$ cat config.mk
export PLATFORM = sky130hd
export DESIGN_NAME = turtle_frame_update
export DESIGN_NICKNAME = d
export VERILOG_FILES = /design/src/rtl/core/tfu_pkg.sv /design/src/rtl/core/tfu_sincos.sv /design/src/rtl/core/tfu_mac.sv /design/src/rtl/core/turtle_frame_update.sv
export SDC_FILE = /design/constraint.sdc
export NUM_CORES = 2
export LEC_CHECK = 0
export ABC_AREA = 1
export BUFFER_PORTS_ARGS = -buffer_cell sky130_fd_sc_hd__buf_4
export CAP_MARGIN = 20
export CELL_PAD_IN_SITES_DETAIL_PLACEMENT = 1
export CELL_PAD_IN_SITES_GLOBAL_PLACEMENT = 1
export CORE_UTILIZATION = 43
export CTS_BUF_LIST = sky130_fd_sc_hd__clkbuf_4 sky130_fd_sc_hd__clkbuf_8
export DETAILED_ROUTE_END_ITERATION = 8
export GPL_TIMING_DRIVEN = 0
export PLACE_DENSITY_LB_ADDON = 0.1
export SLEW_MARGIN = 40
export SYNTH_ARGS = -nofsm -noshare
export SYNTH_HDL_FRONTEND = slang
export SYNTH_SLANG_ARGS = --single-unit
$ cat constraint.sdc
create_clock -name clk -period 16.5 [get_ports clk]
set_input_delay 0.825 -clock clk [delete_from_list [all_inputs] [get_ports clk]]
set_output_delay 0.825 -clock clk [all_outputs]
set_load 0.02 [all_outputs]
$ cat src/rtl/core/tfu_pkg.sv
package tfu_pkg;

    // command codes
    localparam logic [1:0] FUNC_MOVE      = 2'd0;
    localparam logic [1:0] FUNC_TURN_UP   = 2'd1;
    localparam logic [1:0] FUNC_TURN_LEFT = 2'd2;
    localparam logic [1:0] FUNC_TURN_FWD  = 2'd3;

    // frame axis index
    localparam logic [1:0] AXIS_FWD = 2'd0;
    localparam logic [1:0] AXIS_LFT = 2'd1;
    localparam logic [1:0] AXIS_UP  = 2'd2;

    // products through the shared multiplier per command
    localparam logic [3:0] MOVE_PRODUCTS = 4'd3;
    localparam logic [3:0] TURN_PRODUCTS = 4'd12;

    // angle units of 2^-16 degree
    localparam int DEG_ONE      = 65536;
    localparam int FULL_TURN    = 360 * DEG_ONE;
    localparam int HALF_TURN    = 180 * DEG_ONE;
    localparam int QUARTER_TURN = 90 * DEG_ONE;
    localparam int CORDIC_STEPS = 16;
    localparam int CORDIC_GAIN  = 652032874;
    localparam int UNIT_Q14     = 16384;

    localparam logic [33:0] FULL_TURN_W = 34'(FULL_TURN);
    // 128 full turns, lifts any negative 32-bit angle above zero
    localparam logic [33:0] WRAP_OFFSET = FULL_TURN_W << 7;
    localparam logic signed [25:0] FULL_TURN_Z    = 26'(FULL_TURN);
    localparam logic signed [25:0] HALF_TURN_Z    = 26'(HALF_TURN);
    localparam logic signed [25:0] QUARTER_TURN_Z = 26'(QUARTER_TURN);

    typedef enum logic [2:0] {
        SC_IDLE,
        SC_REDUCE,
        SC_FOLD,
        SC_ROTATE,
        SC_ROUND
    } sc_state_t;

    typedef enum logic [1:0] {
        T_IDLE,
        T_SINCOS,
        T_MAC,
        T_OUT
    } top_state_t;

    typedef enum logic [2:0] {
        MAC_NONE,
        MAC_MOVE,
        MAC_LOAD_A,
        MAC_LOAD_B,
        MAC_FIN_A,
        MAC_FIN_B
    } mac_op_t;

    typedef struct packed {
        logic    mul_en;
        mac_op_t op;
    } mac_ctrl_t;

    // arctangent of 2^-i in units of 2^-16 degree
    function automatic logic signed [25:0] atan_deg(input logic [3:0] idx);
        logic signed [25:0] v;
        case (idx)
            4'd0:  v = 26'sd2949120;
            4'd1:  v = 26'sd1740967;
            4'd2:  v = 26'sd919879;
            4'd3:  v = 26'sd466945;
            4'd4:  v = 26'sd234379;
            4'd5:  v = 26'sd117304;
            4'd6:  v = 26'sd58666;
            4'd7:  v = 26'sd29335;
            4'd8:  v = 26'sd14668;
            4'd9:  v = 26'sd7334;
            4'd10: v = 26'sd3667;
            4'd11: v = 26'sd1833;
            4'd12: v = 26'sd917;
            4'd13: v = 26'sd458;
            4'd14: v = 26'sd229;
            default: v = 26'sd115;
        endcase
        return v;
    endfunction

    function automatic logic signed [15:0] sat16(input logic signed [19:0] v);
        logic signed [15:0] r;
        if (v > 20'sd32767)
            r = 16'sh7fff;
        else if (v < -20'sd32768)
            r = -16'sd32768;
        else
            r = 16'(v);
        return r;
    endfunction

    function automatic logic signed [31:0] sat32(input logic signed [34:0] v);
        logic signed [31:0] r;
        if (v > 35'sd2147483647)
            r = 32'sh7fffffff;
        else if (v < -35'sd2147483648)
            r = 32'sh80000000;
        else
            r = 32'(v);
        return r;
    endfunction

endpackage

$ cat src/rtl/core/tfu_sincos.sv
module tfu_sincos (
    input  logic               clk,
    input  logic               rst_n,
    input  logic               start,
    input  logic signed [31:0] amount,
    output logic               done,
    output logic signed [15:0] cos_val,
    output logic signed [15:0] sin_val
);
    import tfu_pkg::*;

    sc_state_t state_reg, state_next;

    logic [3:0]         step_reg, step_next;
    logic [33:0]        r_reg;
    logic signed [33:0] x_reg, y_reg;
    logic signed [25:0] z_reg;
    logic               neg_reg;

    logic [33:0]        amt_ext;
    logic [33:0]        wrap_step;
    logic signed [25:0] r_mod_s, r_ctr, z_fold;
    logic               neg_fold;
    logic signed [33:0] dx, dy;
    logic signed [25:0] ang;
    logic signed [17:0] x_rnd, y_rnd;
    logic signed [15:0] x_cl, y_cl;

    function automatic logic signed [15:0] clamp_unit(input logic signed [17:0] v);
        logic signed [15:0] r;
        if (v > 18'(UNIT_Q14))
            r = 16'(UNIT_Q14);
        else if (v < -18'(UNIT_Q14))
            r = -16'(UNIT_Q14);
        else
            r = 16'(v);
        return r;
    endfunction

    // state register
    always_ff @(posedge clk or negedge rst_n)
    begin
        if (!rst_n)
        begin
            state_reg <= SC_IDLE;
            step_reg  <= '0;
        end
        else
        begin
            state_reg <= state_next;
            step_reg  <= step_next;
        end
    end

    // sequencer: reduce, fold, rotate, round
    always_comb
    begin
        state_next = state_reg;
        step_next  = step_reg;
        done       = 1'b0;
        unique case (state_reg)
            SC_IDLE:
            begin
                if (start)
                begin
                    state_next = SC_REDUCE;
                    step_next  = 4'd7;
                end
            end
            SC_REDUCE:
            begin
                if (step_reg[2:0] == 3'd0)
                    state_next = SC_FOLD;
                else
                    step_next = step_reg - 4'd1;
            end
            SC_FOLD:
            begin
                state_next = SC_ROTATE;
                step_next  = '0;
            end
            SC_ROTATE:
            begin
                if (step_reg == 4'(CORDIC_STEPS - 1))
                    state_next = SC_ROUND;
                else
                    step_next = step_reg + 4'd1;
            end
            SC_ROUND:
            begin
                done       = 1'b1;
                state_next = SC_IDLE;
            end
            default:
            begin
                state_next = SC_IDLE;
            end
        endcase
    end

    // modulo by restoring subtraction of shifted full turns
    assign amt_ext   = {{2{amount[31]}}, amount};
    assign wrap_step = FULL_TURN_W << step_reg[2:0];

    // fold into [-90, 90] degrees
    always_comb
    begin
        r_mod_s  = signed'({1'b0, r_reg[24:0]});
        r_ctr    = (r_mod_s >= HALF_TURN_Z) ? r_mod_s - FULL_TURN_Z : r_mod_s;
        z_fold   = r_ctr;
        neg_fold = 1'b0;
        if (r_ctr > QUARTER_TURN_Z)
        begin
            z_fold   = r_ctr - HALF_TURN_Z;
            neg_fold = 1'b1;
        end
        else if (r_ctr < -QUARTER_TURN_Z)
        begin
            z_fold   = r_ctr + HALF_TURN_Z;
            neg_fold = 1'b1;
        end
    end

    // one cordic micro-rotation
    assign dx  = y_reg >>> step_reg;
    assign dy  = x_reg >>> step_reg;
    assign ang = atan_deg(step_reg);

    // shared datapath registers
    always_ff @(posedge clk)
    begin
        unique case (state_reg)
            SC_IDLE:
            begin
                if (start)
                    r_reg <= amount[31] ? amt_ext + WRAP_OFFSET : amt_ext;
            end
            SC_REDUCE:
            begin
                if (r_reg >= wrap_step)
                    r_reg <= r_reg - wrap_step;
            end
            SC_FOLD:
            begin
                x_reg   <= 34'(CORDIC_GAIN);
                y_reg   <= '0;
                z_reg   <= z_fold;
                neg_reg <= neg_fold;
            end
            SC_ROTATE:
            begin
                if (!z_reg[25])
                begin
                    x_reg <= x_reg - dx;
                    y_reg <= y_reg + dy;
                    z_reg <= z_reg - ang;
                end
                else
                begin
                    x_reg <= x_reg + dx;
                    y_reg <= y_reg - dy;
                    z_reg <= z_reg + ang;
                end
            end
            default:
            begin
            end
        endcase
    end

    // round to q2.14, clamp, restore sign
    assign x_rnd   = 18'((x_reg + 34'sd32768) >>> 16);
    assign y_rnd   = 18'((y_reg + 34'sd32768) >>> 16);
    assign x_cl    = clamp_unit(x_rnd);
    assign y_cl    = clamp_unit(y_rnd);
    assign cos_val = neg_reg ? -x_cl : x_cl;
    assign sin_val = neg_reg ? -y_cl : y_cl;

endmodule

$ cat src/rtl/core/tfu_mac.sv
module tfu_mac (
    input  logic               clk,
    input  logic               rst_n,
    input  tfu_pkg::mac_ctrl_t ctrl,
    input  logic signed [31:0] op_a,
    input  logic signed [15:0] op_b,
    input  logic signed [31:0] pos_in,
    output logic signed [31:0] pos_res,
    output logic signed [15:0] vec_res
);
    import tfu_pkg::*;

    logic               prod_vld_reg;
    logic signed [47:0] prod_reg;
    logic signed [47:0] prod_next;
    logic signed [32:0] acc_a_reg, acc_b_reg;
    logic signed [32:0] prod_lo, fin_acc;
    logic signed [33:0] sum, sum_rnd;
    logic signed [47:0] prod_rnd;
    logic signed [34:0] step_d, pos_sum;

    // shared multiplier, product registered
    assign prod_next = op_a * op_b;

    always_ff @(posedge clk or negedge rst_n)
    begin
        if (!rst_n)
            prod_vld_reg <= 1'b0;
        else
            prod_vld_reg <= ctrl.mul_en;
    end

    always_ff @(posedge clk)
    begin
        if (ctrl.mul_en)
            prod_reg <= prod_next;
    end

    // frame products stay well inside 33 bits
    assign prod_lo = prod_reg[32:0];

    // partial sums for the two new axis components
    always_ff @(posedge clk)
    begin
        case (ctrl.op)
            MAC_LOAD_A: acc_a_reg <= prod_lo;
            MAC_LOAD_B: acc_b_reg <= -prod_lo;
            default:
            begin
            end
        endcase
    end

    // rotation finish: add second product, round, saturate
    assign fin_acc = (ctrl.op == MAC_FIN_B) ? acc_b_reg : acc_a_reg;
    assign sum     = 34'(fin_acc) + 34'(prod_lo);
    assign sum_rnd = sum + 34'sd8192;
    assign vec_res = prod_vld_reg ? sat16(20'(sum_rnd >>> 14)) : '0;

    // move: rounded step added to position, saturated
    assign prod_rnd = prod_reg + 48'sd8192;
    assign step_d   = 35'(prod_rnd >>> 14);
    assign pos_sum  = 35'(pos_in) + step_d;
    assign pos_res  = sat32(pos_sum);

endmodule

$ cat src/rtl/core/turtle_frame_update.sv
// 3D turtle: keeps a Q16.16 position and a Q2.14 frame (forward, left, up)
// and answers every command with one word carrying the whole updated state.
// A move (func 0) adds amount times forward to the position: 3 products
// go through the single 32x16 multiplier and the last is drained before
// res_valid rises. A turn (func 1..3, amount in degrees) first runs angle
// reduction, a fold, 16 CORDIC iterations and a rounding step in the
// sine/cosine unit, then pushes 12 products through the multiplier.
// Results saturate; the frame is never renormalized. cmd_ready is high
// only while no command is in flight, and the block is ready again the
// cycle after the result word is taken.
module turtle_frame_update (
    input  logic               clk,
    input  logic               rst_n,
    input  logic               cmd_valid,
    output logic               cmd_ready,
    input  logic [1:0]         func,
    input  logic signed [31:0] amount,
    output logic               res_valid,
    input  logic               res_ready,
    output logic signed [31:0] pos_x,
    output logic signed [31:0] pos_y,
    output logic signed [31:0] pos_z,
    output logic signed [15:0] fwd_x,
    output logic signed [15:0] fwd_y,
    output logic signed [15:0] fwd_z,
    output logic signed [15:0] lft_x,
    output logic signed [15:0] lft_y,
    output logic signed [15:0] lft_z,
    output logic signed [15:0] up_x,
    output logic signed [15:0] up_y,
    output logic signed [15:0] up_z
);
    import tfu_pkg::*;

    top_state_t state_reg, state_next;

    logic [3:0]         cnt_reg, cnt_next;
    logic [1:0]         func_reg;
    logic signed [31:0] amount_reg;
    logic signed [15:0] cos_reg, sin_reg;
    logic signed [31:0] pos_reg [3];
    logic signed [15:0] vec_reg [3][3];

    logic               accept;
    logic               sc_start, sc_done;
    logic signed [15:0] sc_cos, sc_sin;
    logic [3:0]         n_prod, jc;
    logic               mul_en, cons_en;
    logic [1:0]         a_axis, b_axis, m_axis, m_comp, c_comp, w_axis;
    logic signed [31:0] op_a;
    logic signed [15:0] op_b;
    mac_op_t            c_op;
    mac_ctrl_t          mac_ctrl;
    logic signed [31:0] pos_res;
    logic signed [15:0] vec_res;

    assign accept   = cmd_valid && cmd_ready;
    assign sc_start = accept && (func != FUNC_MOVE);

    // sine and cosine unit
    tfu_sincos u_sincos (
        .clk     (clk),
        .rst_n   (rst_n),
        .start   (sc_start),
        .amount  (amount),
        .done    (sc_done),
        .cos_val (sc_cos),
        .sin_val (sc_sin)
    );

    // state register
    always_ff @(posedge clk or negedge rst_n)
    begin
        if (!rst_n)
        begin
            state_reg <= T_IDLE;
            cnt_reg   <= '0;
        end
        else
        begin
            state_reg <= state_next;
            cnt_reg   <= cnt_next;
        end
    end

    assign n_prod = (func_reg == FUNC_MOVE) ? MOVE_PRODUCTS : TURN_PRODUCTS;

    // command sequencer
    always_comb
    begin
        state_next = state_reg;
        cnt_next   = '0;
        cmd_ready  = 1'b0;
        res_valid  = 1'b0;
        unique case (state_reg)
            T_IDLE:
            begin
                cmd_ready = 1'b1;
                if (cmd_valid)
                    state_next = (func == FUNC_MOVE) ? T_MAC : T_SINCOS;
            end
            T_SINCOS:
            begin
                if (sc_done)
                    state_next = T_MAC;
            end
            T_MAC:
            begin
                if (cnt_reg == n_prod)
                    state_next = T_OUT;
                else
                    cnt_next = cnt_reg + 4'd1;
            end
            T_OUT:
            begin
                res_valid = 1'b1;
                if (res_ready)
                    state_next = T_IDLE;
            end
            default:
            begin
                state_next = T_IDLE;
            end
        endcase
    end

    // axis pair turned by each command
    always_comb
    begin
        unique case (func_reg)
            FUNC_TURN_LEFT:
            begin
                a_axis = AXIS_UP;
                b_axis = AXIS_FWD;
            end
            FUNC_TURN_FWD:
            begin
                a_axis = AXIS_LFT;
                b_axis = AXIS_UP;
            end
            default:
            begin
                a_axis = AXIS_FWD;
                b_axis = AXIS_LFT;
            end
        endcase
    end

    // product schedule per component: s*a, c*a, s*b, c*b
    assign mul_en  = (state_reg == T_MAC) && (cnt_reg < n_prod);
    assign cons_en = (state_reg == T_MAC) && (cnt_reg != 4'd0);
    assign jc      = cnt_reg - 4'd1;

    always_comb
    begin
        m_axis = AXIS_FWD;
        m_comp = 2'd0;
        op_a   = amount_reg;
        if (func_reg == FUNC_MOVE)
        begin
            if (mul_en)
                m_comp = cnt_reg[1:0];
        end
        else
        begin
            if (mul_en)
                m_comp = cnt_reg[3:2];
            m_axis = cnt_reg[1] ? b_axis : a_axis;
            op_a   = cnt_reg[0] ? 32'(cos_reg) : 32'(sin_reg);
        end
        op_b = vec_reg[m_axis][m_comp];
    end

    // consume the product registered in the previous cycle
    always_comb
    begin
        c_op   = MAC_NONE;
        c_comp = 2'd0;
        if (cons_en)
        begin
            if (func_reg == FUNC_MOVE)
            begin
                c_op   = MAC_MOVE;
                c_comp = jc[1:0];
            end
            else
            begin
                c_comp = jc[3:2];
                unique case (jc[1:0])
                    2'd0:    c_op = MAC_LOAD_B;
                    2'd1:    c_op = MAC_LOAD_A;
                    2'd2:    c_op = MAC_FIN_A;
                    default: c_op = MAC_FIN_B;
                endcase
            end
        end
    end

    assign w_axis          = (c_op == MAC_FIN_B) ? b_axis : a_axis;
    assign mac_ctrl.mul_en = mul_en;
    assign mac_ctrl.op     = c_op;

    tfu_mac u_mac (
        .clk     (clk),
        .rst_n   (rst_n),
        .ctrl    (mac_ctrl),
        .op_a    (op_a),
        .op_b    (op_b),
        .pos_in  (pos_reg[c_comp]),
        .pos_res (pos_res),
        .vec_res (vec_res)
    );

    // command and sine/cosine capture
    always_ff @(posedge clk)
    begin
        if (accept)
        begin
            func_reg   <= func;
            amount_reg <= amount;
        end
        if ((state_reg == T_SINCOS) && sc_done)
        begin
            cos_reg <= sc_cos;
            sin_reg <= sc_sin;
        end
    end

    // turtle state
    always_ff @(posedge clk or negedge rst_n)
    begin
        if (!rst_n)
        begin
            for (int k = 0; k < 3; k++)
            begin
                pos_reg[k] <= '0;
                for (int a = 0; a < 3; a++)
                    vec_reg[a][k] <= '0;
            end
            vec_reg[AXIS_FWD][2] <= 16'(UNIT_Q14);
            vec_reg[AXIS_LFT][0] <= 16'(UNIT_Q14);
            vec_reg[AXIS_UP][1]  <= 16'(UNIT_Q14);
        end
        else
        begin
            if (c_op == MAC_MOVE)
                pos_reg[c_comp] <= pos_res;
            if ((c_op == MAC_FIN_A) || (c_op == MAC_FIN_B))
                vec_reg[w_axis][c_comp] <= vec_res;
        end
    end

    assign pos_x = pos_reg[0];
    assign pos_y = pos_reg[1];
    assign pos_z = pos_reg[2];
    assign fwd_x = vec_reg[AXIS_FWD][0];
    assign fwd_y = vec_reg[AXIS_FWD][1];
    assign fwd_z = vec_reg[AXIS_FWD][2];
    assign lft_x = vec_reg[AXIS_LFT][0];
    assign lft_y = vec_reg[AXIS_LFT][1];
    assign lft_z = vec_reg[AXIS_LFT][2];
    assign up_x  = vec_reg[AXIS_UP][0];
    assign up_y  = vec_reg[AXIS_UP][1];
    assign up_z  = vec_reg[AXIS_UP][2];

endmodule

==> results.cfg <==
[timing]
period_share_pct = 71.2
period_minus_slack_ps = 11740
setup_violations = 0
fmax_mhz = 85.2
worst_slew_pin_slew_ps = 934
finalSetupTns_ps = 0
skew_ps = 90.9
rsz0062_at_grt = false
hold_viol = 0
whs_ps = 161
drv_slew = 0
slew_headroom_pct = 37.8

[die]
core_um2 = 138000
initial_core_util_pct = 43.5
die_w_um = 375
dieArea_um2 = 141000
die_y_um = 375
ios = 280
rows = 136

[detailed_routing]
postRouteAntennaNets = 0
vias_per_cell = 5.60
dr.pass1.iters = 5
num_vias = 57600
drtIter0Drc = 4223
drc = 0
post_drt_wl_per_cell_um = 24.1
wl_um = 248000

[setup_path]
critPathRequiredTime_ps = 17110
end_kind = flop
crit_arrival_ps = 12350
crit_slowest_cell = clkbuf_1
crit_path_max_fanout = 10
critical_path_class = flop to flop
worst_setup_path_start_kind = flop
slowest_delay_ps = 610

[global_route]
grt.total_usage_pct = 34.9
grt_pass1_vias = 60400
grt_start_max_net_pins = 65
grt_pass1_wl_um = 374000
overflow = 0
antenna_found_initial = 10

[clock_tree]
cts_tree = built
cts_resized = 0
cts_made_buffers = 107
clock-root-buffer = clkbuf_8
postCtsSetupBuffers = 0
cts_sinks = 563
clock_path_buffers = 3
clkTransAtPathRegs_ps = 60
htree_levels = 3
clock_latency_ps = 890

[yosys]
syn_area_um2 = 59900
syn-num-nets = 8856
synthFlopType = edfxtp_1
synth_seq_area_share_pct = 26.1
synth_area_per_cell_um2 = 7.52
ys_ff_latch = 563
syn-instance-count = 7972
yosys.cell_types.count = 73
synth_edf_count = 309
async_reset_ff_share_pct = 45.1
ys.warnings.count = 0

[placed_design]
place.gp.congestion = 0.998
port_buffers = 279
placed_cells = 10100
place_area_um2 = 64900
hpwlAfterDp_um = 204000

[cells_and_area]
syn2layout_area_growth_pct = 12.4
largest_register_ffs = 48
fillers = 17400
layout-drive-gt1-share_pct = 9.13
mostFrequentLayoutCell = nand2_1
fin_cells = 10300
stdcell_area_um2 = 67300
fin_nets = 9283
mostFrequentLayoutCells = nand2_1 (2271), inv_1 (1138), nor2_1 (701)

[job]
drv.max_cap_violation_count = 0

[outcome]
status = completed

[worst_hold_path]
hp-class = input port to flop
[routing by layer]
metal	GRT usage [%]	vias to the layer above	part of all wire, %
li1	-	26300	-
met1	46.5	29000	43
met2	57.6	1858	47
met3	5.24	444	6.2
met4	12.4	4	3.8
met5	0	-	0.013
[worst paths after layout]
check | depth (start not counted) | start | end | slack, ps
worst max-delay path | 40 | func_reg[0] | u_mac.prod_reg[34] | 4760
worst min-delay path | 1 | func[1] | func_reg[1] | 160
worst max register to register | 40 | func_reg[0] | u_mac.prod_reg[34] | 4760
worst min register to register | 2 | fwd_z[14] | fwd_z[14] | 490
max in group asynchronous | 4 | rst_n | fwd_z[14] | 14960
min in group asynchronous | 2 | rst_n | pos_y[18] | 420
[worst max-delay path: cells and delay by family, from the launching register on]
kind	cells	cell delay [ps]
AOI/OAI and AO/OA	7	1570
xor gates and xnor gates	1	280
adders and majority gates	8	3960
buffers and inverters	12	2830
DFF	1	530
and+or+nand+nor	12	2260
[per-stage QoR]
| step | utilization [%] | setup WS, ps |
|---|---|---|
| final | 48.9 | 4760 |
| after global routing | 48.9 | 4180 |
| after CTS | 48.8 | 4830 |
| after detailed placement | 47.1 | 4890 |
| after global placement | 46.6 | -2390 |
| after floorplan | - | 3040 |
[cell usage after synthesis (44+ instances only)]
library cell | count | area [um^2]
o21ai_0 | 356 | 1780
o21ai_1 | 164 | 821
ha_1 | 355 | 4440
dfrtp_1 | 251 | 6280
inv_1 | 1139 | 4280
nand3_1 | 378 | 1890
nand2_1 | 2271 | 8520
xnor2_1 | 96 | 841
fa_1 | 491 | 9830
edfxtp_1 | 309 | 9280
nand4_1 | 57 | 357
mux2i_1 | 44 | 440
a21oi_1 | 360 | 1800
clkbuf_1 | 136 | 510
nor3_1 | 67 | 335
buf_2 | 65 | 325
xor2_1 | 221 | 1940
nor2_1 | 706 | 2650
[what timing repair did]
action / in CTS / in global routing
endpoints found under the setup margin: 0 / 0
hold buffers: 1 / 0
hold endpoints to repair: 21 / 0
[layout make-up]
cell class                 count  area [um^2]  area share [%]
timing repair buffer         318         2630            3.90
buffer                       257         1180            1.75
multi-input combinational   5966        38800            57.6
inverter                    1186         4450            6.62
antenna                        4         10.0          0.0149
clock inverter                39          392           0.582
tap                         1794         2240            3.33
sequential                   563        15600            23.2
clock buffer                 160         1970            2.93
[cell families after synthesis]
family | after synthesis | synth area share [%]
AO/OA/AOI/OAI | 1134 | 10.6
XOR/XNOR | 317 | 4.63
adder cells (fa/ha/maj) | 846 | 23.8
buffers and inverters | 1443 | 9.36
flip-flops | 563 | 26.1
multiplexers | 47 | 0.814
AND/OR/NAND/NOR | 3622 | 24.7
Power is not shown: default switching activity piles up to over one toggle a cycle in this logic, so the estimate is an artifact.
